--- src/rtl/ols_pkg.sv ---
// ============================================================================
// ols_pkg: shared codes for the ordered list block
// Command and status codes used by the list sequencer and its port checker.
// ============================================================================
`default_nettype none

package ols_pkg;

  localparam int unsigned CmdW    = 2;
  localparam int unsigned StatusW = 2;
  localparam int unsigned ValueW  = 32;
  localparam int unsigned PosW    = 7;

  // command codes
  localparam logic [CmdW-1:0] CMD_INSERT = 2'd0;
  localparam logic [CmdW-1:0] CMD_SEARCH = 2'd1;
  localparam logic [CmdW-1:0] CMD_DELETE = 2'd2;

  // status codes
  localparam logic [StatusW-1:0] ST_OK       = 2'd0;
  localparam logic [StatusW-1:0] ST_RANGE    = 2'd1;
  localparam logic [StatusW-1:0] ST_FULL     = 2'd2;
  localparam logic [StatusW-1:0] ST_NOTFOUND = 2'd3;

endpackage

`default_nettype wire

--- src/rtl/ols_mem.sv ---
// ============================================================================
// ols_mem: list entry storage
// Single write port, single read port RAM with registered read data.
// ============================================================================
`default_nettype none

module ols_mem #(
  parameter int unsigned DEPTH = 64,
  parameter int unsigned AW    = 6
) (
  input  wire logic                         clk,
  input  wire logic                         we,
  input  wire logic [AW-1:0]                waddr,
  input  wire logic [ols_pkg::ValueW-1:0]   wdata,
  input  wire logic                         re,
  input  wire logic [AW-1:0]                raddr,
  output logic      [ols_pkg::ValueW-1:0]   rdata
);

  logic [ols_pkg::ValueW-1:0] mem [DEPTH];

  always_ff @(posedge clk) begin
    if (we) begin
      mem[waddr] <= wdata;
    end
    if (re) begin
      rdata <= mem[raddr];
    end
  end

endmodule

`default_nettype wire

--- src/rtl/ordered_list_insert_search_delete_top.sv ---
// ============================================================================
// ordered_list_insert_search_delete_top: ordered list with insert/search/delete
// Sequencer that walks and shifts a RAM-held list one entry at a time.
// ============================================================================
// Usage:
//   Input channel (in_valid/in_ready) carries one command beat: command,
//   value and position. Output channel (out_valid/out_ready) carries one
//   result beat per command: status and found_position.
//   One command is in flight at a time; in_ready is high only while the
//   sequencer is idle. Every step reads the single RAM read port and waits
//   for the registered read data before it compares or writes an entry:
//     search : compares entries from the head, up to count of them
//     delete : compares up to the match, then shifts the later entries down
//     insert : shifts entries from the tail down to the insert slot
//     errors, empty list, unused code three : straight to the result
//   The result sits in an output register; a stalled receiver holds the
//   sequencer in its finish step only if a new result is ready before the
//   old one is taken. Reset (rst, synchronous) empties the list and drops
//   any pending result; entry contents are not cleared.
// ============================================================================
`default_nettype none

module ordered_list_insert_search_delete_top #(
  parameter int unsigned DEPTH = 64
) (
  input  wire logic                           clk,
  input  wire logic                           rst,
  input  wire logic                           in_valid,
  output logic                                in_ready,
  input  wire logic [ols_pkg::CmdW-1:0]       command,
  input  wire logic signed [ols_pkg::ValueW-1:0] value,
  input  wire logic [ols_pkg::PosW-1:0]       position,
  output logic                                out_valid,
  input  wire logic                           out_ready,
  output logic [ols_pkg::StatusW-1:0]         status,
  output logic [ols_pkg::PosW-1:0]            found_position
);

  localparam int unsigned AW = (DEPTH > 1) ? $clog2(DEPTH) : 1;
  localparam int unsigned CW = $clog2(DEPTH + 1);
  // width wide enough to compare position against count + 1
  localparam int unsigned PW = ((CW > ols_pkg::PosW) ? CW : ols_pkg::PosW) + 1;

  typedef enum logic [7:0] {
    S_IDLE    = 8'b0000_0001,
    S_WALK_RD = 8'b0000_0010,
    S_WALK_CP = 8'b0000_0100,
    S_DEL_RD  = 8'b0000_1000,
    S_DEL_WR  = 8'b0001_0000,
    S_INS_RD  = 8'b0010_0000,
    S_INS_WR  = 8'b0100_0000,
    S_FINISH  = 8'b1000_0000
  } state_t;

  state_t                       state, state_next;
  logic [AW-1:0]                idx, idx_next;
  logic [AW-1:0]                target, target_next;
  logic [CW-1:0]                count, count_next;
  logic [ols_pkg::ValueW-1:0]   key, key_next;
  logic [ols_pkg::CmdW-1:0]     cmd, cmd_next;
  logic [ols_pkg::StatusW-1:0]  res_status, res_status_next;
  logic [ols_pkg::PosW-1:0]     res_found, res_found_next;
  logic                         out_load;

  logic                         mem_we, mem_re;
  logic [AW-1:0]                mem_waddr, mem_raddr;
  logic [ols_pkg::ValueW-1:0]   mem_wdata, mem_rdata;

  logic [CW-1:0]                idx_inc;
  logic [PW-1:0]                pos_ext, limit_ext;

  assign idx_inc   = CW'(idx) + CW'(1);
  assign pos_ext   = PW'(position);
  assign limit_ext = PW'(count) + PW'(1);
  assign in_ready  = (state == S_IDLE);

  ols_mem #(
    .DEPTH (DEPTH),
    .AW    (AW)
  ) u_mem (
    .clk   (clk),
    .we    (mem_we),
    .waddr (mem_waddr),
    .wdata (mem_wdata),
    .re    (mem_re),
    .raddr (mem_raddr),
    .rdata (mem_rdata)
  );

  always_comb begin
    state_next      = state;
    idx_next        = idx;
    target_next     = target;
    count_next      = count;
    key_next        = key;
    cmd_next        = cmd;
    res_status_next = res_status;
    res_found_next  = res_found;
    out_load        = 1'b0;
    mem_we          = 1'b0;
    mem_waddr       = idx;
    mem_wdata       = key;
    mem_re          = 1'b0;
    mem_raddr       = idx;

    unique case (state)
      S_IDLE: begin
        if (in_valid) begin
          key_next        = value;
          cmd_next        = command;
          res_status_next = ols_pkg::ST_OK;
          res_found_next  = '0;
          state_next      = S_FINISH;
          unique case (command) inside
            ols_pkg::CMD_INSERT: begin
              if (position == '0 || pos_ext > limit_ext) begin
                res_status_next = ols_pkg::ST_RANGE;
              end else if (count == CW'(DEPTH)) begin
                res_status_next = ols_pkg::ST_FULL;
              end else begin
                // shift from the tail down to the insert slot
                target_next = AW'(pos_ext - PW'(1));
                idx_next    = AW'(count);
                state_next  = S_INS_RD;
              end
            end
            ols_pkg::CMD_SEARCH, ols_pkg::CMD_DELETE: begin
              if (count == '0) begin
                res_status_next = ols_pkg::ST_NOTFOUND;
              end else begin
                idx_next   = '0;
                state_next = S_WALK_RD;
              end
            end
            default: begin
              // unused code: no change, plain ok result
            end
          endcase
        end
      end

      S_WALK_RD: begin
        mem_re     = 1'b1;
        state_next = S_WALK_CP;
      end

      S_WALK_CP: begin
        if (mem_rdata == key) begin
          if (cmd == ols_pkg::CMD_SEARCH) begin
            res_found_next = ols_pkg::PosW'(idx_inc);
            state_next     = S_FINISH;
          end else begin
            state_next = S_DEL_RD;
          end
        end else if (idx_inc == count) begin
          res_status_next = ols_pkg::ST_NOTFOUND;
          state_next      = S_FINISH;
        end else begin
          idx_next   = AW'(idx_inc);
          state_next = S_WALK_RD;
        end
      end

      S_DEL_RD: begin
        if (idx_inc < count) begin
          mem_re     = 1'b1;
          mem_raddr  = AW'(idx_inc);
          state_next = S_DEL_WR;
        end else begin
          count_next = count - CW'(1);
          state_next = S_FINISH;
        end
      end

      S_DEL_WR: begin
        mem_we     = 1'b1;
        mem_wdata  = mem_rdata;
        idx_next   = AW'(idx_inc);
        state_next = S_DEL_RD;
      end

      S_INS_RD: begin
        if (idx > target) begin
          mem_re     = 1'b1;
          mem_raddr  = idx - AW'(1);
          state_next = S_INS_WR;
        end else begin
          mem_we     = 1'b1;
          count_next = count + CW'(1);
          state_next = S_FINISH;
        end
      end

      S_INS_WR: begin
        mem_we     = 1'b1;
        mem_wdata  = mem_rdata;
        idx_next   = idx - AW'(1);
        state_next = S_INS_RD;
      end

      S_FINISH: begin
        // hold here only while an older result is still waiting
        if (!out_valid || out_ready) begin
          out_load   = 1'b1;
          state_next = S_IDLE;
        end
      end

      default: begin
        state_next = S_IDLE;
      end
    endcase
  end

  always_ff @(posedge clk) begin
    if (rst) begin
      state     <= S_IDLE;
      count     <= '0;
      out_valid <= 1'b0;
    end else begin
      state <= state_next;
      count <= count_next;
      if (out_load) begin
        out_valid <= 1'b1;
      end else if (out_ready) begin
        out_valid <= 1'b0;
      end
    end
  end

  always_ff @(posedge clk) begin
    idx        <= idx_next;
    target     <= target_next;
    key        <= key_next;
    cmd        <= cmd_next;
    res_status <= res_status_next;
    res_found  <= res_found_next;
    if (out_load) begin
      status         <= res_status;
      found_position <= res_found;
    end
  end

endmodule

`default_nettype wire

--- config.mk ---
export PLATFORM = sky130hd
export DESIGN_NAME = ordered_list_insert_search_delete_top
export DESIGN_NICKNAME = d
export VERILOG_FILES = /design/src/rtl/ols_pkg.sv /design/src/rtl/ols_mem.sv /design/src/rtl/ordered_list_insert_search_delete_top.sv
export SDC_FILE = /design/constraint.sdc
export NUM_CORES = 2
export LEC_CHECK = 0
export BUFFER_PORTS_ARGS = -buffer_cell sky130_fd_sc_hd__buf_2
export CORE_UTILIZATION = 31
export CTS_CLUSTER_DIAMETER = 60
export CTS_CLUSTER_SIZE = 8
export DETAILED_ROUTE_END_ITERATION = 10
export GPL_TIMING_DRIVEN = 1
export PLACE_DENSITY = 0.46
export SLEW_MARGIN = 20
export SYNTH_ARGS = -nofsm -noshare
export SYNTH_HDL_FRONTEND = slang
export SYNTH_SLANG_ARGS = --single-unit
export TNS_END_PERCENT = 1
--- constraint.sdc ---
create_clock -name clk -period 15.5 [get_ports clk]
set_input_delay 0.775 -clock clk [delete_from_list [all_inputs] [get_ports clk]]
set_output_delay 0.775 -clock clk [all_outputs]
set_load 0.005 [all_outputs]
# After elaboration in Yosys (flattened, before gate mapping)
# Memory sizes are Yosys's and may differ from the RTL's. A register that Yosys moved wholly into a read port is not among the register bits.
# Cells that the tools add are included.
# totals
reg_bits	80
ram_bits	2048
output_inout_bits	11
memories	1
# memory_table
memory	depth	word_bits	read_ports	rd_ports_with_merged_regs	write_ports	line	text
u_mem.mem	64	32	1	1	1	ols_mem.sv:20	logic [ols_pkg::ValueW-1:0] mem [DEPTH];
# classes
n_addsub	6
order_cmp	3
eq_ne	27
mux	50
bitwise	2
reduce_logical	19
# op_table
op	count
2-to-1 mux 8 bit	10
one-hot mux 8 bit (8 select lines)	1
2-to-1 mux 6 bit	8
2-to-1 mux 7 bit	5
equality test 32 bit	1
2-to-1 mux 32 bit	1
one-hot mux 7 bit (2 select lines)	2
one-hot mux 6 bit (2 select lines)	2
one-hot mux 6 bit (4 select lines)	1
!= test 2 bit (second input constant)	9
one-hot mux 8 bit (2 select lines)	1
zero test 7 bit	2
2-to-1 mux 2 bit	6
subtractor 6 x 1 -> 6 bit (second input constant)	2
2-to-1 mux 1 bit	9
!= test 3 bit (second input constant)	3
adder 7 x 1 -> 8 bit (second input constant)	1
equality test 8 x 1 -> 1 bit (second input constant)	1
equality test 8 x 2 -> 1 bit (second input constant)	1
equality test 8 x 3 -> 1 bit (second input constant)	1
equality test 8 x 4 -> 1 bit (second input constant)	1
equality test 8 x 5 -> 1 bit (second input constant)	1
equality test 8 x 6 -> 1 bit (second input constant)	1
equality test 8 x 7 -> 1 bit (second input constant)	1
27 further kinds	36

# Logic depth before layout (Yosys ltp)
# depth
word_depth	7
mapped_depth	21
ltp_nobuf	14

# By module
# From an unflattened synthesis, not the netlist that was laid out.
# hier_totals
cells_unflattened	3778
hier_area_um2	83847.9
# modules_own_cells
mod	instances	cells_per_inst	area_each_um2	seq_area_each_um2
ols_mem	1	3324	78835.6	62459.9
ordered_list_insert_search_delete_top	1	454	5012.3	2242.2

# Worst setup path after synthesis
# No wires, ideal clock.
# synth_path
kind	flip-flop to flip-flop
startpoint	register idx[0]
endpoint	memory u_mem.mem[54][0] (netlist bit) (enable)
setup_time_ps	461
t_arrival_ps	5115
setup_slack_ps	9924
path_stages_with_launch	12
path_buffers	3
period_less_slack_ps	5576
cell_sequence	edfxtp_1 buf_2 inv_1 clkbuf_1 clkbuf_1 ha_1 nor2b_1 o21bai_1 a31oi_1 o21ai_1 nand4b_1 nor3_1
# synth_via
elab_chain_len	5
# synth_rtl
element	line	text
start: declaration	ordered_list_insert_search_delete_top.sv:56	logic [AW-1:0] idx, idx_next;
start signal: assignment	ordered_list_insert_search_delete_top.sv:232	idx <= idx_next;
> comparator 6 bit	ordered_list_insert_search_delete_top.sv:183	if (idx > target) begin
2-to-1 mux 1 bit	ordered_list_insert_search_delete_top.sv:183	
one-hot mux 1 bit (2 select lines)	ordered_list_insert_search_delete_top.sv:106	unique case (state)
2-to-1 mux 1 bit	ols_mem.sv:23	if (we) begin
2-to-1 mux 1 bit (implied by the code)	ols_mem.sv:24	mem[waddr] <= wdata;
end: declaration	ols_mem.sv:20	
# Parallel ways exist; a longest one is shown, timed or not.

# Worst setup path in the final report
# layout_path
startpoint	register idx[3]
endpoint	register u_mem.rdata[28] (netlist bit), read port of u_mem.mem (data pin)
# layout_via
elab_chain_len	4
# layout_rtl
element	line	text
adder 6 x 1 -> 7 bit (*)	ordered_list_insert_search_delete_top.sv:72	assign idx_inc = CW'(idx) + CW'(1);
via idx_inc[6]	ordered_list_insert_search_delete_top.sv:69	logic [CW-1:0] idx_inc;
less-than comparator 7 bit (*)	ordered_list_insert_search_delete_top.sv:165	if (idx_inc < count) begin
2-to-1 mux 1 bit / 2-to-1 mux 6 bit (equally long branches)	ordered_list_insert_search_delete_top.sv:165	
one-hot mux 1 bit (3 select lines) / one-hot mux 6 bit (2 select lines) (equally long branches)	ordered_list_insert_search_delete_top.sv:106	
end: declaration	ols_mem.sv:17	output logic [ols_pkg::ValueW-1:0] rdata
# The timed path passes the listed nets; every way through them passes the cells marked *.
# A chain may end at the register's enable or synchronous reset.

==> qor.txt <==
most frequent cells in the layout: 2144 x edfxtp_1, 464 x mux4_2, 329 x clkbuf_16, 227 x o22ai_1, 133 x buf_4
CP max-delay cell: nand3_1
num rows: 190
Die Ht: 523 um
layout cells sized above 1: 26.1%
worst-path fanout max: 131
leading area contributor after synthesis: edfxtp_1
CTS tree: yes
critical path type: reg2reg
Pleak: 30.5 nW
depth of the most critical reg-to-reg path: 17
DRT Wirelength: 265000 um
Post-route DRC: 0
reg2reg end: u_mem.rdata[28]$_DFFE_PP_
Reg clk slew, reported paths: 50 ps
I/O pin cnt: 56
Post-Syn Area per Cell: 21.0 um^2
core box area: 0.269 mm^2
DR pass1 iterations: 5
Critical Path Most Common Cell: buf_4
Final Cell Area: 0.0982 mm^2
largest net degree at the start of global routing: 132
Final Hold Vio Count: 0
Startpoint Class: register
clock period minus worst slack: 7980 ps
Cell Area, Synth: 0.0842 mm^2
chip width: 523 um
Starting Density: 31.3%
CP cell instances: nand3_1 > nor2_1 > ha_1 > nand2_1 > o21ai_0 > nor3_2 > buf_4 > o22a_2 > buf_4 > nand2_4 > buf_4 > buf_12 > buf_4 > mux4_2 > o22ai_1 > or4_1 > nor2_1
Max Buffers Root-to-Sink: 4
RSZ-0062 raised after global routing: false
most common cell after layout, fill and taps aside: edfxtp_1
Post-DP HPWL: 136000 um
port bufs: 55
initial antenna violation count: 3
Worst Hold Launch: value[25]
drt initial violations: 4943
Final Skew: 79.3 ps
Mapped Cells: 4006
worst hold-check path type: in2reg
Synth cell types: 79
Yosys Warn Count: 0
Pins Over Slew Limit: 0
number of max-cap violations: 0
hold slack final: 82.0 ps
worst rel slew slack: 22.2%
Post-synth EDFFs: 2144
Tcrit/Tclk final: 51.5%
status: finished clean
Via-to-Cell Ratio: 5.49
worst hold path stage count: 1
post-route ant nets: 0
H-tree depth: 5
FF-to-FF setup slack: 7520 ps
root buffer cell: clkbuf_16
Fmax: 0.125 GHz
synthesis-to-layout area growth: 16.7%
worst skew pair latency: 950 ps
top cells by area, synth: edfxtp_1 76%, mux4_2 12%, o22ai_1 1.7%, nor2_1 0.61%, ha_1 0.49%
Overflow after GRT: 0
Most used DFF post-synth: edfxtp_1
CP Launch Point: idx[3]$_DFFE_PP_
Yosys reg bits: 2160
Total Routing Usage GR: 19.3%
worst slew pin tran: 1160 ps
Synth top area share: 76.5%
fin nets: 4411
Num CTS Buffers: 326
vias in the first global route: 44.1k
Die ar.: 0.274 mm^2
WL/cell: 33.4 um
overall via count from detail_route: 43.5k
FF-to-FF Start: idx[3]$_DFFE_PP_
Critical Path RT: 16260 ps
Synth Net Count: 4085
gpl congestion: 0.775
placed cell area: 0.0893 mm^2
first-pass GRT wire length: 364000 um
maximum VDD drop: 0.000115 V
setup tns final: 0 ps
final setup vio count: 0
Critical Path AT: 8740 ps
clock sinks: 2160
Worst setup EP type: register
CP max stage delay: 850 ps
PwrDens: 139 mW/mm^2
share of flip-flops with an asynchronous set or reset: 0%
register area share after synthesis: 76.9%
worst hold endpoint: key[25]$_DFFE_PP_
## how the worst max path moves through the flow
stage	end	slack, ps	cells past startpoint
finish	u_mem.rdata[28]$_DFFE_PP_	7520	17
detailed placement	u_mem.rdata[28]$_DFFE_PP_	7640	17
global placement	u_mem.rdata[28]$_DFFE_PP_	7610	17
global route	u_mem.rdata[20]$_DFFE_PP_	7110	17
CTS	u_mem.rdata[28]$_DFFE_PP_	7550	17
floorplan	u_mem.mem[54][0]$_DFFE_PP_	9920	11
## final cells by class
type	instances	area (um^2)
multi-input cells	1582	18600
flip-flops and latches	2160	64700
fillers	24400	171000
repair buffers	227	1740
diodes	6	15.0
clock inverters	23	251
well taps	3552	4440
clock buffers	343	8290
inverters	35	131
## report_power, final
part | internal, mW | total (mW) | leakage [nW] | switching [mW]
registers | 6.56 | 6.59 | 19.4 | 0.0296
clock network | 3.77 | 6.16 | 4.19 | 2.39
logic | 0.327 | 0.943 | 6.94 | 0.617
total | 10.7 | 13.7 | 30.5 | 3.03
## sequential cells by signal, summed over array words and instances (netlist names)
register,count
u_mem.mem,2048
key,32
u_mem.rdata,32
state,8
count,7
found_position,7
res_found,7
idx,6
target,6
cmd,2
res_status,2
status,2
out_valid,1
## stage by stage
step | cells | util, % | setup slack [ps] | power, mW
final | 7928 | 36.5 | 7520 | 13.7
after global routing | 7924 | 36.5 | 7110 | 14.1
after detailed placement | 7525 | 33.2 | 7640 | 7.66
after floorplan | 4006 | - | 9920 | 7.29
after global placement | 7522 | 33.2 | 7610 | 7.65
after CTS | 7922 | 36.5 | 7550 | 13.9
## cell usage after synthesis (38+ instances only)
master and n:
edfxtp_1 2144, o22ai_1 229, nand2_1 83, mux4_2 464, nor2_1 137, a211oi_1 47, xor2_1 41, and3_1 38
buf_2 75, buf_4 49, clkbuf_1 73, or4_1 54
## what timing repair did
item,4_1_cts,5_1_grt
hold buffers,31,0
buffers inserted,0,0
endpoints found under the setup margin,0,0
hold endpoints to repair,31,0
resized for setup,0,0
## critical path: cells and delay by family, from the launching register on
kind / cells / cell delay (ps)
flops: 1 / 800
buf+inv: 5 / 2780
fa+ha+maj: 1 / 190
compound gates: 3 / 830
mux: 1 / 360
simple gates: 7 / 2510
## routing by layer
| metal | up-vias | wire (um) | global-route usage, % |
|---|---|---|---|
| met5 | - | 0 | 0 |
| met4 | 0 | 6330 | 5.29 |
| met3 | 364 | 15200 | 2.97 |
| met2 | 1571 | 129000 | 31.6 |
| met1 | 24000 | 114000 | 26.5 |
| li1 | 17600 | - | - |
## cell families after synthesis
family	synth area share [%]
fa+ha+maj	0.514
flops	76.9
buf+inv	1.71
compound gates	4.31
mux	13.0
xor+xnor	0.581
simple gates	2.99
No activity file was read; power rests on OpenSTA's default activity.
